<file path="src/hw/rtl/lfpp_pkg.sv">
// ----------------------------------------------------------------------------
// lfpp_pkg
// Types and codes shared by the LED flash pattern player.
// ----------------------------------------------------------------------------
package lfpp_pkg;

    typedef enum logic [2:0] {
        REQ_TICK   = 3'd0,
        REQ_ON     = 3'd1,
        REQ_OFF    = 3'd2,
        REQ_BRIGHT = 3'd3,
        REQ_WORD   = 3'd4
    } t_req;

    typedef enum logic [1:0] {
        MODE_OFF   = 2'd0,
        MODE_ON    = 2'd1,
        MODE_FLASH = 2'd2
    } t_mode;

    typedef struct packed {
        logic [2:0]  req_type;
        logic [15:0] brightness_value;
        logic        has_brightness;
        logic [15:0] duration_ms;
        logic        last_word;
    } t_in_beat;

    typedef struct packed {
        logic [7:0] duty;
        logic [1:0] led_mode;
        logic       pattern_overflow;
    } t_out_beat;

endpackage

</file>
<file path="src/hw/rtl/led_flash_pattern_player.sv">
// ----------------------------------------------------------------------------
// led_flash_pattern_player
// Drives one LED duty value: off, steady on, or a looping flash pattern.
// ----------------------------------------------------------------------------
// Input channel (i_in_valid / o_in_ready, payload i_in_data) carries one
// request per beat: a 1 ms tick, turn on, turn off, set brightness or one
// pattern word. Every accepted beat gives exactly one result beat on the
// output channel (o_out_valid / i_out_ready, payload o_out_data) holding the
// duty, the mode and the overflow flag for that request.
// The result is registered: it is in the output register at the edge after
// acceptance. Throughput is one beat per cycle when the output is not held;
// the state update and the pattern store read for the next entry both fit in
// that cycle, the store read being registered ahead from the next play index.
// When the receiver stalls, the output register holds its beat and a new
// beat is taken only in a cycle where that register empties, so the input
// is stalled at most as long as the output.
// Reset clears the mode to off, the duty to zero, brightness to zero and
// the polarity to active high; the pattern store is not cleared.
// i_cfg_we writes the polarity bit; a change inverts the held duty at once.
// ----------------------------------------------------------------------------
module led_flash_pattern_player
    import lfpp_pkg::*;
#(
    parameter int PATTERN_DEPTH = 16,
    parameter int PWM_BITS      = 8
) (
    input  logic      i_clk,
    input  logic      i_rst_n,
    input  logic      i_cfg_we,
    input  logic      i_cfg_data,
    input  logic      i_in_valid,
    output logic      o_in_ready,
    input  t_in_beat  i_in_data,
    output logic      o_out_valid,
    input  logic      i_out_ready,
    output t_out_beat o_out_data
);

    localparam int IW = $clog2(PATTERN_DEPTH);
    localparam int LW = $clog2(PATTERN_DEPTH + 1);
    localparam int DW = (PWM_BITS > 8) ? PWM_BITS : 8;
    localparam logic [PWM_BITS-1:0] MAX_DUTY = '1;
    localparam logic [LW-1:0] DEPTH_L = LW'(PATTERN_DEPTH);

    logic [15:0] r_store [PATTERN_DEPTH];
    logic [15:0] r_rd_dur;
    logic [15:0] r_first_dur, n_first_dur;

    logic [LW-1:0]       r_len, n_len;
    logic [LW-1:0]       r_load, n_load;
    logic [IW-1:0]       r_play, n_play;
    logic [15:0]         r_rem, n_rem;
    logic [PWM_BITS-1:0] r_bright, n_bright;
    t_mode               r_mode, n_mode;
    logic [PWM_BITS-1:0] r_duty, n_duty;
    logic                r_active, n_active;
    logic                r_out_valid;
    t_out_beat           r_out_data, n_out_data;

    logic                accept;
    logic                ovf;
    logic                wr_en;
    logic [IW-1:0]       wr_addr;
    logic [IW-1:0]       rd_addr;
    logic [IW-1:0]       tick_next;
    logic [15:0]         rem_dec;
    logic [15:0]         first_dur;
    logic [LW-1:0]       len_now;
    logic [PWM_BITS-1:0] sat_val;
    logic [DW-1:0]       duty_ext;

    function automatic logic [PWM_BITS-1:0] polar(input logic act,
                                                  input logic [PWM_BITS-1:0] lvl);
        return act ? lvl : ~lvl;
    endfunction

    function automatic logic [IW-1:0] next_idx(input logic [IW-1:0] idx,
                                               input logic [LW-1:0] len);
        logic [LW-1:0] inc;
        inc = LW'(idx) + LW'(1);
        return (inc >= len) ? '0 : inc[IW-1:0];
    endfunction

    assign accept     = i_in_valid && o_in_ready;
    assign o_in_ready = !r_out_valid || i_out_ready;
    assign sat_val    = (i_in_data.brightness_value > 16'(MAX_DUTY))
                      ? MAX_DUTY : i_in_data.brightness_value[PWM_BITS-1:0];
    assign tick_next  = next_idx(r_play, r_len);
    assign rem_dec    = (r_rem != 16'd0) ? r_rem - 16'd1 : 16'd0;

    always_comb begin
        n_len       = r_len;
        n_load      = r_load;
        n_play      = r_play;
        n_rem       = r_rem;
        n_bright    = r_bright;
        n_mode      = r_mode;
        n_duty      = r_duty;
        n_active    = r_active;
        n_first_dur = r_first_dur;
        ovf         = 1'b0;
        wr_en       = 1'b0;
        wr_addr     = r_load[IW-1:0];
        first_dur   = r_first_dur;
        len_now     = r_load;

        if (accept) begin
            unique case (t_req'(i_in_data.req_type))
                REQ_TICK: begin
                    if (r_mode == MODE_FLASH) begin
                        n_rem = rem_dec;
                        if (rem_dec == 16'd0) begin
                            n_play = tick_next;
                            n_rem  = (r_rd_dur == 16'd0) ? 16'd1 : r_rd_dur;
                            n_duty = tick_next[0] ? polar(r_active, r_bright)
                                                  : polar(r_active, '0);
                        end
                    end
                end
                REQ_ON: begin
                    if (i_in_data.has_brightness) begin
                        n_bright = sat_val;
                    end
                    n_len  = '0;
                    n_load = '0;
                    n_play = '0;
                    n_rem  = '0;
                    n_mode = MODE_ON;
                    n_duty = polar(r_active, n_bright);
                end
                REQ_OFF: begin
                    n_len  = '0;
                    n_load = '0;
                    n_play = '0;
                    n_rem  = '0;
                    n_mode = MODE_OFF;
                    n_duty = polar(r_active, '0);
                end
                REQ_BRIGHT: begin
                    n_bright = sat_val;
                    if (r_mode == MODE_ON) begin
                        n_duty = polar(r_active, sat_val);
                    end
                end
                REQ_WORD: begin
                    if (i_in_data.has_brightness) begin
                        n_bright = sat_val;
                    end
                    if (r_load == '0) begin
                        n_len       = '0;
                        n_play      = '0;
                        n_rem       = '0;
                        n_mode      = MODE_OFF;
                        n_duty      = polar(r_active, '0);
                        n_first_dur = i_in_data.duration_ms;
                        first_dur   = i_in_data.duration_ms;
                    end
                    if (r_load < DEPTH_L) begin
                        wr_en   = 1'b1;
                        len_now = r_load + LW'(1);
                    end else begin
                        ovf = 1'b1;
                    end
                    n_load = len_now;
                    if (i_in_data.last_word) begin
                        n_load = '0;
                        if (len_now == LW'(1) && first_dur != 16'd0) begin
                            n_len  = '0;
                            n_play = '0;
                            n_rem  = '0;
                            n_mode = MODE_ON;
                            n_duty = polar(r_active, n_bright);
                        end else begin
                            n_len  = len_now;
                            n_mode = MODE_FLASH;
                            n_play = '0;
                            n_rem  = (first_dur == 16'd0) ? 16'd1 : first_dur;
                            n_duty = polar(r_active, '0);
                        end
                    end
                end
                default: begin
                end
            endcase
        end

        if (i_cfg_we) begin
            n_active = i_cfg_data;
            if (i_cfg_data != r_active) begin
                n_duty = ~n_duty;
            end
        end
    end

    // prefetch duration of the entry after the next play index
    assign rd_addr = next_idx(n_play, n_len);

    always_ff @(posedge i_clk) begin
        if (wr_en) begin
            r_store[wr_addr] <= i_in_data.duration_ms;
        end
        if (wr_en && wr_addr == rd_addr) begin
            r_rd_dur <= i_in_data.duration_ms;
        end else begin
            r_rd_dur <= r_store[rd_addr];
        end
    end

    assign duty_ext = DW'(n_duty);

    always_comb begin
        n_out_data.duty             = duty_ext[7:0];
        n_out_data.led_mode         = n_mode;
        n_out_data.pattern_overflow = ovf;
    end

    always_ff @(posedge i_clk) begin
        if (!i_rst_n) begin
            r_len       <= '0;
            r_load      <= '0;
            r_play      <= '0;
            r_rem       <= '0;
            r_bright    <= '0;
            r_mode      <= MODE_OFF;
            r_duty      <= '0;
            r_active    <= 1'b1;
            r_out_valid <= 1'b0;
        end else begin
            r_len    <= n_len;
            r_load   <= n_load;
            r_play   <= n_play;
            r_rem    <= n_rem;
            r_bright <= n_bright;
            r_mode   <= n_mode;
            r_duty   <= n_duty;
            r_active <= n_active;
            if (accept) begin
                r_out_valid <= 1'b1;
            end else if (i_out_ready) begin
                r_out_valid <= 1'b0;
            end
        end
    end

    always_ff @(posedge i_clk) begin
        r_first_dur <= n_first_dur;
        if (accept) begin
            r_out_data <= n_out_data;
        end
    end

    assign o_out_valid = r_out_valid;
    assign o_out_data  = r_out_data;

`ifndef NO_ASSERTIONS
    a_flash_has_len: assert property (@(posedge i_clk) disable iff (!i_rst_n)
        r_mode == MODE_FLASH |-> r_len != '0)
        else $error("flashing with empty pattern");

    a_flash_has_time: assert property (@(posedge i_clk) disable iff (!i_rst_n)
        r_mode == MODE_FLASH |-> r_rem != 16'd0)
        else $error("flashing entry with no time left");

    a_load_bound: assert property (@(posedge i_clk) disable iff (!i_rst_n)
        r_load <= DEPTH_L && r_len <= DEPTH_L)
        else $error("pattern count beyond store depth");

    a_play_bound: assert property (@(posedge i_clk) disable iff (!i_rst_n)
        r_mode == MODE_FLASH |-> LW'(r_play) < r_len)
        else $error("play index outside pattern");
`endif

endmodule

</file>
<file path="config.mk">
export PLATFORM = sky130hd
export DESIGN_NAME = led_flash_pattern_player
export DESIGN_NICKNAME = d
export VERILOG_FILES = /design/src/hw/rtl/lfpp_pkg.sv /design/src/hw/rtl/led_flash_pattern_player.sv
export SDC_FILE = /design/constraint.sdc
export NUM_CORES = 1
export LEC_CHECK = 0
export ABC_CLOCK_PERIOD_IN_PS = 8010
export BUFFER_PORTS_ARGS = -buffer_cell sky130_fd_sc_hd__clkbuf_2
export CORE_UTILIZATION = 47
export CTS_CLUSTER_SIZE = 16
export DETAILED_ROUTE_END_ITERATION = 8
export SLEW_MARGIN = 40
export SYNTH_ARGS = -nofsm -noshare
export SYNTH_HDL_FRONTEND = slang
export SYNTH_SLANG_ARGS = --single-unit
</file>
<file path="constraint.sdc">
create_clock -name i_clk -period 8.01 [get_ports i_clk]
set_input_delay 1.2015 -clock i_clk [delete_from_list [all_inputs] [get_ports i_clk]]
set_output_delay 1.2015 -clock i_clk [all_outputs]
set_load 0.01 [all_outputs]
</file>
# Word-level counts from Yosys, hierarchy flattened
# Memories as Yosys holds them, arrays and structs flattened. A register that Yosys moved wholly into a read port is not among the register bits.
# Index checks and enable logic that the tools add are counted.
# Widths: inputs -> output; s select.
[word_totals] register_bits=77 ram_bits=256 inputBits=43 elab_cells=123 n_memories=1
[memory_table] name="r_store" depth=16 word_bits=16 read_ports=1 rd_ports_with_merged_regs=1 write_ports=1 line_no="led_flash_pattern_player.sv:45" rtl="logic [15:0] r_store [PATTERN_DEPTH];"
[op_classes] n_addsub=4 magnitude_cmp=4 n_eq_ne=10 n_mux=66 bitwise_logic=5 n_reduce_logical=20
[op_table] operator="$mux 16" count=11
[op_table] operator="$mux 8" count=21
[op_table] operator="$logic_not 16->1" count=3
[op_table] operator="$pmux 16 s3" count=1
[op_table] operator="$mux 5" count=8
[op_table] operator="$not 8->8" count=5
[op_table] operator="$pmux 8 s5" count=1
[op_table] operator="$reduce_bool 16->1" count=2
[op_table] operator="$mux 4" count=7
[op_table] operator="$pmux 8 s3" count=1
[op_table] operator="$pmux 5 s2" count=2
[op_table] operator="$gt 16x8->1 const B" count=1
[op_table] operator="$sub 16x1->16 const B" count=1
[op_table] operator="$pmux 4 s3" count=1
[op_table] operator="$add 4x1->5 const B" count=2
[op_table] operator="$ge 5x5->1" count=2
[op_table] operator="$mux 1" count=8
[op_table] operator="$mux 2" count=4
[op_table] operator="$eq 3x2->1 const B" count=2
[op_table] operator="$pmux 2 s3" count=1
[op_table] operator="$reduce_and 2->1" count=3
[op_table] operator="$reduce_bool 3->1" count=2
[op_table] operator="$add 5x1->5 const B" count=1
[op_table] operator="$eq 5x1->1 const B" count=1
[op_table] operator="16 further kinds" count=18

# Longest topological paths before layout
# Gate-level depths: netlist (run 1).
[depth] depth_word=14 mapped_depth=21

# Worst setup path after synthesis (run 1)
# No wires, ideal clock.
[synth_path] path_kind="input-to-reg" start="in i_in_data[35] (netlist name)" end="reg with a tool-made name" setup_ns=0.072 arrival_ns=4.212 required_time_ns=7.938 path_slack_ns=3.726 path_stages=16 n_path_buf=2 path_cell_list="clkbuf_1 -> nor2_1 -> nand2_1 -> clkbuf_1 -> nor2_1 -> nand2_1 -> nor2_1 -> a21oi_1 -> ha_1 -> a21oi_1 -> nor2b_1 -> o21ai_0 -> nand2b_1 -> a21oi_1 -> nand2_1 -> mux2i_1"
[synth_rtl] element="from (decl)" line_no="led_flash_pattern_player.sv:33" rtl="input t_in_beat i_in_data,"

==> run summary, run 1 <==
The timing-limited maximum frequency is 210 MHz. Among all flip-flop cells after synthesis, the most frequent one is edfxtp_1. The overall global routing resource usage came out at 23.6%.

For hold timing, the worst endpoint is r_bright[4]. STA classifies the critical path startpoint as a register. The final estimated routing congestion in global placement is 0.988.

The number of design-rule violations left by the first detailed-router iteration is 934. The final cycle utilization of the critical path is 59.6%. By area the synthesized netlist is led by edfxtp_1, mux4_2, dfxtp_1, nor2_1, a21oi_1. The tree is rooted in a clkbuf_16. In this run the biggest area consumer among cell types represents 55.1% of the synthesized area. At the worst endpoint, the required time is 8500 ps.

The total count of hold-check failures in the final report came out at 0. The utilization after layout is 54.8%. From synthesis to final layout, the design area changed by 13.2%. The share of synthesized flip-flops with an asynchronous set or reset is 0%. The first detailed-routing pass ran for 5 iterations. The synthesized netlist net count came out at 1145. The initial antenna violation count came out at 0. The arrival time reported for the critical path endpoint is 5260 ps. The final route contains 9679 vias.

The total negative setup slack came out at 0 ps. The detailed placer's ending HPWL is 24600 µm. The clock latency at the later pin of the worst-skew pair is 550 ps. The number of top-level pins is 56. Counting flops and latches in the post-synthesis netlist gives 337. The clock transition time at the flip-flop clock pins of the worst setup and hold paths is 60 ps. The class of the tightest hold or removal check is reg -> reg. The total setup violations reported at the end of the flow came out at 0. The number of diodes is 0.

The maximum number of pins on one net before global-route repair is 65. Power comes to 3910 µW. The fraction of layout cells with a size suffix above 1 came out at 23.5%. The count of cell types in the netlist is 75. The post-route clock skew is 25.6 ps.

The launching point of the worst reg2reg path is r_play[0]. TritonCTS built the clock tree. The worst-case IR drop observed on VDD is 0.205 mV. In this run the mean area of a mapped cell was 14.2 µm². The critical path endpoint category is a register.

The flow ran to the end, and the final reports show no timing, DRC or antenna violations. The worst hold path stage count is 2. The post-CTS resize count is 0. The power density normalized to cell area is 224 nW/µm². The number of placed cells counting well taps is 1539. The H-tree level count came out at 2.

The mean number of vias per cell is 6.03. The biggest fanout along the worst timing path is 13. The hold slack came out at 517 ps. The total area inside the core boundary comes to 31900 µm². After detailed routing, the total wire length is 38100 µm. The final antenna-violating net count is 0. Among all cell types in the netlist, the one instantiated most often is edfxtp_1. At the end of the flow, the number of nets in the layout was 1205.

Summed over all cells, the static leakage comes to 0.00570 µW. The final critical-path required period is 4770 ps. The source of the worst hold timing path is r_bright[4]. The remaining global-route overflow is 0. Buffers placed on the I/O ports in this run total 55.

The number of cell rows came out at 65. Setup repair after global routing left no endpoint under its margin. The first-pass GRT wire length is 58500 µm. In this run the vertical extent of the chip is 183 µm. The headroom to the max-slew limit is 46.4%. The number of buffers inserted for hold repair after clock tree synthesis is 0. The number of warnings printed during yosys synthesis came out at 0. The transition time at the pin with the least slew margin came out at 804 ps. Setup slack on the worst reg-to-reg path comes out at 3240 ps. The count of buffers added by post-CTS timing repair for setup came out at 0.

The count of maximum capacitance violations is 0. The critical path is of the reg -> reg type. By count the netlist is led by edfxtp_1, nor2_1, mux4_2. The number of global-route vias before repair came out at 9555.

The clock sink count came out at 337. The non-filler instance count after layout came out at 1606. The cell type contributing the most total cell area after synthesis is edfxtp_1. The average wire per standard cell is 23.7 µm. The starting density of the core came out at 48.4%. The gate count after technology mapping came out at 1085. The max-slew violation total from the final report came out at 0. No sink is reached through more buffers than the 3 on the longest clock path. After synthesis, flip-flops and latches occupy 62.1% of the total area. The area of the die came out at 33500 µm².

The width of the chip is 183 µm. The number of DRC violations after detailed routing is 0. The number of buffers created by CTS came out at 38. The cell area after synthesis is 15400 µm².

Counting flops with a built-in enable in the synthesized netlist gives 283. Counting cells, the worst reg-to-reg path comes to 20.
-- area by class of cell --
type | count | area [µm²]
clock buffer | 45 | 977
clock inverter | 21 | 209
fill | 2656 | 14400
inverter | 28 | 105
multi-input combinational | 660 | 5560
sequential | 337 | 9590
tap | 435 | 544
timing repair buffer | 80 | 474
-- stage by stage --
step | setup WS [ps] | cell area, µm²
2_1_floorplan | 3730 | 15400
3_3_place_gp | 3270 | 16200
3_5_place_dp | 3150 | 16300
4_1_cts | 3330 | 17400
5_1_grt | 2830 | 17500
6_report | 3240 | 17500
-- worst max-delay path, stage by stage (launching register included) --
cell      delay, ps
dfxtp_1         640
ha_1            270
nor2b_1          60
or2_2           290
ha_1            290
a21o_1          180
a31oi_1         200
o21ai_1         270
nor3_1          530
nand2_1         100
nor3_1          240
a211oi_2         90
inv_1            70
ha_1            240
ha_1            280
a21oi_1         160
nor2b_1          70
o21ai_0         140
nand2b_1         70
a21oi_1         290
and3_1          220
-- registers in the layout, indices dropped and copies added (netlist names), 2 cells and up, named ones only --
name and cells:
r_store 256, r_first_dur 16, r_rem 16, o_out_data 11, r_bright 8, r_duty 8
r_len 5, r_load 5, r_play 4, r_mode 2
-- cell usage in the layout, fill, tap and decap left out, drive strengths merged, types with 15 or more instances in the layout --
cell type and count:
xnor2 18, nor2 97, nor3 40, nand3 15, ha 17, mux4 80, inv 29, o21ai 47
mux2 15, dfxtp 54, clkbuf 100, a21oi 54, xor2 20, buf 25, nand2 52, edfxtp 283
nor4 18
-- kinds of logic after synthesis --
family	after synthesis	synth area share, %
compound gates	199	8.55
xor+xnor	38	2.16
fa+ha+maj	17	1.38
buf+inv	88	2.30
flops	337	62.1
mux	103	13.3
simple gates	303	10.2
-- layer usage --
layer / share of wire [%] / vias up / global-route usage [%] / routed length, µm
met3: 6.1 / 68 / 3.85 / 2330
met2: 47 / 325 / 37.7 / 17900
met4: 2.4 / 0 / 7.37 / 920
met1: 44 / 4897 / 33.4 / 16900
li1: - / 4389 / - / -
met5: 0 / - / 0 / 0
-- where the power goes --
group	switching, µW	internal [µW]
Sequential	23.7	1930
Combinational	190	107
Clock	696	972
-- how the worst max path moves through the flow --
stage                              from  depth (start not counted)  slack [ps]        to
after floorplan           i_in_data[35]                         16        3730  register
after global placement    i_in_data[11]                         16        3270  register
after detailed placement   i_in_data[3]                         16        3150  register
after CTS                     r_play[0]                         20        3330  register
after global routing           r_rem[8]                         16        2830  register
final                         r_play[0]                         20        3240  register
No activity file was read; power rests on OpenSTA's default activity.
==> run 2: changes to the inputs <==
--- a/config.mk
+++ b/config.mk
@@ -5,7 +5,7 @@
 export SDC_FILE = /design/constraint.sdc
 export NUM_CORES = 1
 export LEC_CHECK = 0
-export ABC_CLOCK_PERIOD_IN_PS = 8010
+export ABC_CLOCK_PERIOD_IN_PS = 4700
 export BUFFER_PORTS_ARGS = -buffer_cell sky130_fd_sc_hd__clkbuf_2
 export CORE_UTILIZATION = 47
 export CTS_CLUSTER_SIZE = 16
==> constraint.sdc (replaced) <==
create_clock -name i_clk -period 4.7 [get_ports i_clk]
set_input_delay 0.705 -clock i_clk [delete_from_list [all_inputs] [get_ports i_clk]]
set_output_delay 0.705 -clock i_clk [all_outputs]
set_load 0.01 [all_outputs]
==> run 2 against run 1 <==
Sequential cell count is the same. Combinational power grew 78%. Largest power group unchanged. Hold slack lost 96 ps. Core utilization grew 0.51 points. Count of clock-buffer cells in the layout grew 4. Critical path depth shrank 3. First-iteration DRC count grew 4.3%.
==> run summary, run 2 (synthesis results as in run 1) <==
The transition time at the pin with the least slew margin came to 785 ps (was 804 ps). The power consumption was 6600 µW (was 3910 µW). The arrival time reported for the critical path endpoint is 4710 ps (was 5260 ps).

The register with the highest flop count was r_store (unchanged). The number of top-level pins is 56 (unchanged). The final critical-path required period was 4270 ps (was 4770 ps).

The final cycle utilization of the critical path came out at 90.9% (was 59.6%). The count of buffers added by post-CTS timing repair for setup is 0 (unchanged). The cell family with the largest share of critical-path delay is compound AO/OA/AOI/OAI gates (was simple AND/OR/NAND/NOR gates). The placeable core area is 31900 µm² (unchanged). The starting density of the core came to 48.4% (unchanged). The TritonCTS clock tree is built (unchanged). The dominant cell type by count on the critical path is ha_1 (unchanged).

The number of buffers created by CTS is 37 (was 38). The port buffer count is 55 (unchanged). The width of the chip came out at 183 µm (unchanged). The worst ir drop on vdd is 0.288 mV (was 0.205 mV). The static leakage is 0.00583 µW (was 0.00570 µW). The cell chosen for the clock root was clkbuf_16 (unchanged). The class of the tightest hold or removal check is in -> reg (was reg -> reg). The startpoint type of the worst setup path is a register (unchanged). The number of cell rows is 65 (unchanged). The total negative setup slack came out at 0 ps (unchanged).

The critical path endpoint category was a register (unchanged). The chip height came to 183 µm (unchanged). The post-CTS resize count came out at 0 (unchanged). The mean number of vias per cell came out at 5.95 (was 6.03).

Unrepaired setup endpoints after global routing: false (unchanged). The area growth from synthesis to final layout is 14.3% (was 13.2%). The detailed placer's ending HPWL is 25500 µm (was 24600 µm). The total setup violations reported at the end of the flow came out at 0 (unchanged).

The number of filler cells placed in the layout came to 2679 (was 2656). The timing-limited maximum frequency came out at 234 MHz (was 210 MHz). The maximum number of pins on one net before global-route repair is 30 (was 65). The critical path data required time is 5140 ps (was 8500 ps).

The overall global routing resource usage came out at 23.7% (was 23.6%). The area of the die is 33500 µm² (unchanged). The average wire per standard cell came out at 23.6 µm (was 23.7 µm). The power density normalized to cell area is 374 nW/µm² (was 224 nW/µm²). The biggest fanout along the worst timing path was 8 (was 13).

Largest registers: r_store: 256 flops, r_first_dur: 16 flops, r_rem: 16 flops (unchanged). The number of global-route vias before repair is 9698 (was 9555). The number of flip-flops in the largest register is 256 (unchanged).

The final estimated routing congestion in global placement came to 0.891 (was 0.988). The clock latency at the later pin of the worst-skew pair came out at 520 ps (was 550 ps). The fraction of layout cells with a size suffix above 1 came out at 25.2% (was 23.5%). The hold slack is 421 ps (was 517 ps). The initial antenna violation count is 0 (unchanged). The number of design-rule violations left by the first detailed-router iteration came out at 974 (was 934). The start-to-end type of the worst setup path is reg -> reg (unchanged).

The final routed wirelength across all metal layers is 38400 µm (was 38100 µm). The total area of multi-input combinational cells came to 5560 µm² (unchanged). Ordered list of cells on the worst path: or4_1, o41a_1, a311oi_1, o211a_1, and3_2, a21oi_1, a211oi_2, inv_1, ha_1, xnor2_1, ha_1, nor2b_1, o21ai_0, nand2b_1, a21oi_2, nand2_1, mux2i_1 (was ha_1, nor2b_1, or2_2, ha_1, a21o_1, a31oi_1, o21ai_1, nor3_1, nand2_1, nor3_1, a211oi_2, inv_1, ha_1, ha_1, a21oi_1, nor2b_1, o21ai_0, nand2b_1, a21oi_1, and3_1). The library cell contributing the largest single delay on the critical path is or4_1 (was dfxtp_1). The length of the first detailed-routing pass in iterations is 5 (unchanged). The post-route clock skew is 13.8 ps (was 25.6 ps). The headroom to the max-slew limit came out at 47.6% (was 46.4%).

The most frequent standard cell in the layout excluding fill and tap cells is edfxtp_1 (unchanged). The clock sink count came out at 337 (unchanged). The final-stage net count came out at 1229 (was 1205). The number of buffer and inverter stages on the critical path is 1 (unchanged). The register area was 9590 µm² (unchanged). The total count of hold-check failures in the final report came to 0 (unchanged). Result of the run: finished clean (unchanged).

The maximum buffer depth of the clock tree is 3 (unchanged). The routed via count came to 9703 (was 9679). The count of maximum capacitance violations is 0 (unchanged). The H-tree level count came out at 2 (unchanged).

The number of diodes came out at 0 (unchanged). Commonest cells after routing, fill and taps aside: edfxtp_1, nor2_1, mux4_2 (unchanged). The max-slew violation total from the final report is 0 (unchanged). The final antenna-violating net count was 0 (unchanged). The first-pass GRT wire length was 58900 µm (was 58500 µm). The number of buffers inserted for hold repair after clock tree synthesis came out at 0 (unchanged).

The largest stage delay on the critical path is 570 ps (was 640 ps). The clock transition time at the flip-flop clock pins of the worst setup and hold paths is 60 ps (about the same). The number of DRC violations after detailed routing is 0 (unchanged). The remaining global-route overflow is 0 (unchanged).
[run 2: cell count changes in the layout (fill, tap and decap cells not counted), sizes merged]
cell / before / now
buf: 25 / 50
clkinvlp: 4 / 0
bufinv: 3 / 2
clkbuf: 100 / 104
clkinv: 13 / 15
[run 2: tightest hold or removal path: stages]
cell      delay, ps
clkbuf_2         90
inv_1            40
a21oi_1          50
[run 2: through the flow]
stage                     area, µm²  cells  setup WS, ps  util (%)
after floorplan               15400   1085           836         -
after global placement        16400   1565           426      51.6
after detailed placement      16500   1565           303      51.6
after CTS                     17600   1632           271      55.2
after global routing          17600   1632          88.2      55.3
final                         17600   1632           426      55.3
[run 2: metal layers]
layer,track usage [%],up-vias,wire length (µm)
met2,38.2,320,18500
met5,0,-,0
met1,34.2,4894,17000
li1,-,4431,-
met4,6.27,0,778
met3,3.04,58,2160
[run 2: where the power goes]
group / switching [µW] / internal (µW) / total, µW
sequential: 40.0 / 3280 / 3320
clock: 1130 / 1610 / 2750
combinational: 332 / 195 / 527
[run 2: final timing paths]
path                             startpoint     endpoint  slack, ps  depth (start not counted)
worst max register to register     r_rem[2]     register        430                         17
worst max-delay path               r_rem[2]     register        430                         17
worst min-delay path             i_in_valid  o_out_valid        420                          3
worst min register to register  r_bright[5]  r_bright[5]        520                          2
[run 2: cell type report]
type                    instances  share of cell area (%)
repair buffers                105                    3.83
clock buffers                  49                    5.69
flip-flops and latches        337                    54.4
multi-input cells             660                    31.6
well taps                     435                    3.09
clock inverters                18                   0.831
inverters                      28                   0.596
==> run 3: changes to the inputs <==
--- a/config.mk
+++ b/config.mk
@@ -7,6 +7,7 @@
 export LEC_CHECK = 0
 export ABC_CLOCK_PERIOD_IN_PS = 4700
 export BUFFER_PORTS_ARGS = -buffer_cell sky130_fd_sc_hd__clkbuf_2
+export CORE_ASPECT_RATIO = 1.4
 export CORE_UTILIZATION = 47
 export CTS_CLUSTER_SIZE = 16
 export DETAILED_ROUTE_END_ITERATION = 8
==> run 3 against run 2 <==
Total power down 0.24%. Largest power group unchanged. Cell count unchanged. Highest routed layer unchanged. Largest cell class unchanged. Sequential share of layout area up 0.17 points. Clock power down 2%. Count of clock-buffer cells in the layout down 9.
==> run summary, run 3 (synthesis results as in run 1) <==
Result of the run: finished clean (unchanged). The total setup violations reported at the end of the flow came out at 0 (unchanged). The setup slack after layout is 296 ps (was 426 ps). The remaining global-route overflow was 0 (unchanged).

The max-slew violation total from the final report came to 0 (unchanged). The hold slack came out at 405 ps (was 421 ps). The power consumption is 6580 µW (was 6600 µW).

The TritonCTS clock tree is built (unchanged). The placeable core area is 32300 µm² (was 31900 µm²). The total negative setup slack came out at 0 ps (unchanged). The H-tree level count came out at 2 (unchanged). The width of the chip came to 155 µm (was 183 µm).

The routed via count is 9773 (was 9703). The final estimated routing congestion in global placement is 0.904 (was 0.891). Commonest cells after routing, fill and taps aside: edfxtp_1, nor2_1, mux4_2 (unchanged). The power density normalized to cell area came out at 375 nW/µm² (was 374 nW/µm²). The detailed placer's ending HPWL came to 26900 µm (was 25500 µm). The maximum buffer depth of the clock tree came out at 3 (unchanged).

The number of DRC violations after detailed routing is 0 (unchanged). The arrival time reported for the critical path endpoint is 4860 ps (was 4710 ps). The final-stage net count is 1224 (was 1229). The critical path endpoint category is a register (unchanged). The count of buffers added by post-CTS timing repair for setup came to 0 (unchanged). The worst setup slack after placement came to 128 ps (was 303 ps). The initial antenna violation count is 1 (was 0). Unrepaired setup endpoints after global routing: false (unchanged).

The maximum number of pins on one net before global-route repair is 48 (was 30). The number of global-route vias before repair is 9911 (was 9698). The area of the die is 33600 µm² (was 33500 µm²). The start-to-end type of the worst setup path was reg -> reg (unchanged). The largest stage delay on the critical path is 590 ps (was 570 ps). The final routed wirelength across all metal layers is 41100 µm (was 38400 µm). The power share of the sequential group came to 50.6% (was 50.4%).

The port buffer count is 55 (unchanged). Largest registers: r_store: 256 flops, r_first_dur: 16 flops, r_rem: 16 flops (unchanged). The critical path data required time came out at 5150 ps (was 5140 ps). The biggest fanout along the worst timing path was 8 (unchanged).

The cell chosen for the clock root was clkbuf_16 (unchanged). The area growth from synthesis to final layout came out at 13.9% (was 14.3%). The number of cell rows is 78 (was 65).

The number of buffers created by CTS is 35 (was 37). The switching power as a share of total power is 23.6% (was 22.8%). The switching power total is 1550 µW (was 1500 µW).

The clock sink count came out at 337 (unchanged). The average wire per standard cell was 25.2 µm (was 23.6 µm). The total count of hold-check failures in the final report is 0 (unchanged).

The length of the first detailed-routing pass in iterations is 5 (unchanged). The most frequent standard cell in the layout excluding fill and tap cells is edfxtp_1 (unchanged). The number of filler cells placed in the layout is 2682 (was 2679). The timing-limited maximum frequency is 227 MHz (was 234 MHz). The headroom to the max-slew limit is 36.9% (was 47.6%). The final critical-path required period came to 4400 ps (was 4270 ps).

The class of the tightest hold or removal check is in -> reg (unchanged). Ordered list of cells on the worst path: or4_1, o41a_1, a311oi_1, o211a_1, and3_2, a21oi_1, a211oi_2, inv_1, ha_1, xnor2_1, ha_1, nor2b_1, o21ai_0, nand2b_1, a21oi_1, nand2_1, mux2i_1 (was or4_1, o41a_1, a311oi_1, o211a_1, and3_2, a21oi_1, a211oi_2, inv_1, ha_1, xnor2_1, ha_1, nor2b_1, o21ai_0, nand2b_1, a21oi_2, nand2_1, mux2i_1). The first-pass GRT wire length was 61400 µm (was 58900 µm). The clock transition time at the flip-flop clock pins of the worst setup and hold paths came out at 60 ps (about the same). The fraction of layout cells with a size suffix above 1 came out at 25.0% (was 25.2%). The final antenna-violating net count is 0 (unchanged).

The static leakage is 0.00578 µW (was 0.00583 µW). The worst ir drop on vdd came out at 0.321 mV (was 0.288 mV). The library cell contributing the largest single delay on the critical path is or4_1 (unchanged). The transition time at the pin with the least slew margin is 938 ps (was 785 ps). The overall global routing resource usage came out at 25.3% (was 23.7%).

The post-route clock skew is 20.8 ps (was 13.8 ps). The number of top-level pins came out at 56 (unchanged). The part of the power in combinational logic came out at 8.3% (was 8.0%). The mean number of vias per cell came to 5.99 (was 5.95). The startpoint type of the worst setup path is a register (unchanged). The count of maximum capacitance violations is 0 (unchanged).

The final cycle utilization of the critical path is 93.7% (was 90.9%). The starting density of the core is 47.7% (was 48.4%). The number of buffer and inverter stages on the critical path is 1 (unchanged). The proportion of power drawn by the clock network came out at 41.1% (was 41.6%).

The number of design-rule violations left by the first detailed-router iteration is 948 (was 974). The cell-internal power came out at 5030 µW (was 5090 µW). The number of flip-flops in the largest register was 256 (unchanged). The cell family with the largest share of critical-path delay is compound AO/OA/AOI/OAI gates (unchanged).

The clock latency at the later pin of the worst-skew pair came out at 530 ps (was 520 ps). The register with the highest flop count is r_store (unchanged). The chip height came out at 216 µm (was 183 µm).
[run 3: cell types whose count changed in the layout (fill, tap and decap cells not counted), moves of 2 or more]
cell,change
inv_6,+3
buf_4,-4
clkbuf_1,-5
clkinv_2,-2
clkbuf_16,-3
clkinvlp_4,+3
[run 3: layout make-up]
type                    instances  area [µm²]  area share [%]
well taps                     440         551            3.13
multi-input cells             660        5550            31.6
repair buffers                102         666            3.79
clock buffers                  40         895            5.09
diodes                          1        2.50          0.0142
inverters                      28         105           0.598
flip-flops and latches        337        9590            54.6
clock inverters                24         211            1.20
[run 3: metrics by stage]
stage,std cells,utilization [%],cell area [µm²]
floorplan,1085,-,15400
global placement,1567,50.9,16400
detailed placement,1567,50.9,16400
CTS,1631,54.3,17600
global route,1632,54.4,17600
finish,1632,54.4,17600
[run 3: metal layers]
layer	GRT usage (%)	part of all wire [%]	vias up	wire (µm)
li1	-	-	4421	-
met1	28.7	37	4912	15300
met2	46.1	53	337	21900
met3	3.34	4.6	103	1890
met4	12.9	4.8	0	1960
met5	0	0	-	0
[run 3: worst register-to-register path, cell delays in order (launching register included)]
cell	delay, ps
dfxtp_1	380
or4_1	590
o41a_1	360
a311oi_1	250
o211a_1	300
and3_2	340
a21oi_1	110
a211oi_2	310
inv_1	90
ha_1	220
xnor2_1	190
ha_1	250
nor2b_1	120
o21ai_0	160
nand2b_1	70
a21oi_1	340
nand2_1	90
mux2i_1	140
[run 3: power groups by stage]
stage	sequential [µW]	combinational, µW	clock [µW]
floorplan	3380	335	0
global placement	3390	535	0
detailed placement	3390	539	0
CTS	3320	543	2760
global route	3330	600	2880
finish	3330	549	2700
[run 3: timing repair]
item	CTS	global route
hold buffers	0	0
resized for setup	0	3
endpoints found under the setup margin	0	4
endpoints found under the hold margin	0	0
[run 3: path summary, 6_finish.rpt]
check | from | endpoint | slack, ps | cells past startpoint
worst max-delay path | r_rem[2] | register | 300 | 17
worst max register to register | r_rem[2] | register | 300 | 17
worst min-delay path | i_in_valid | o_out_valid | 410 | 3
worst min register to register | r_len[2] | r_len[2] | 520 | 2
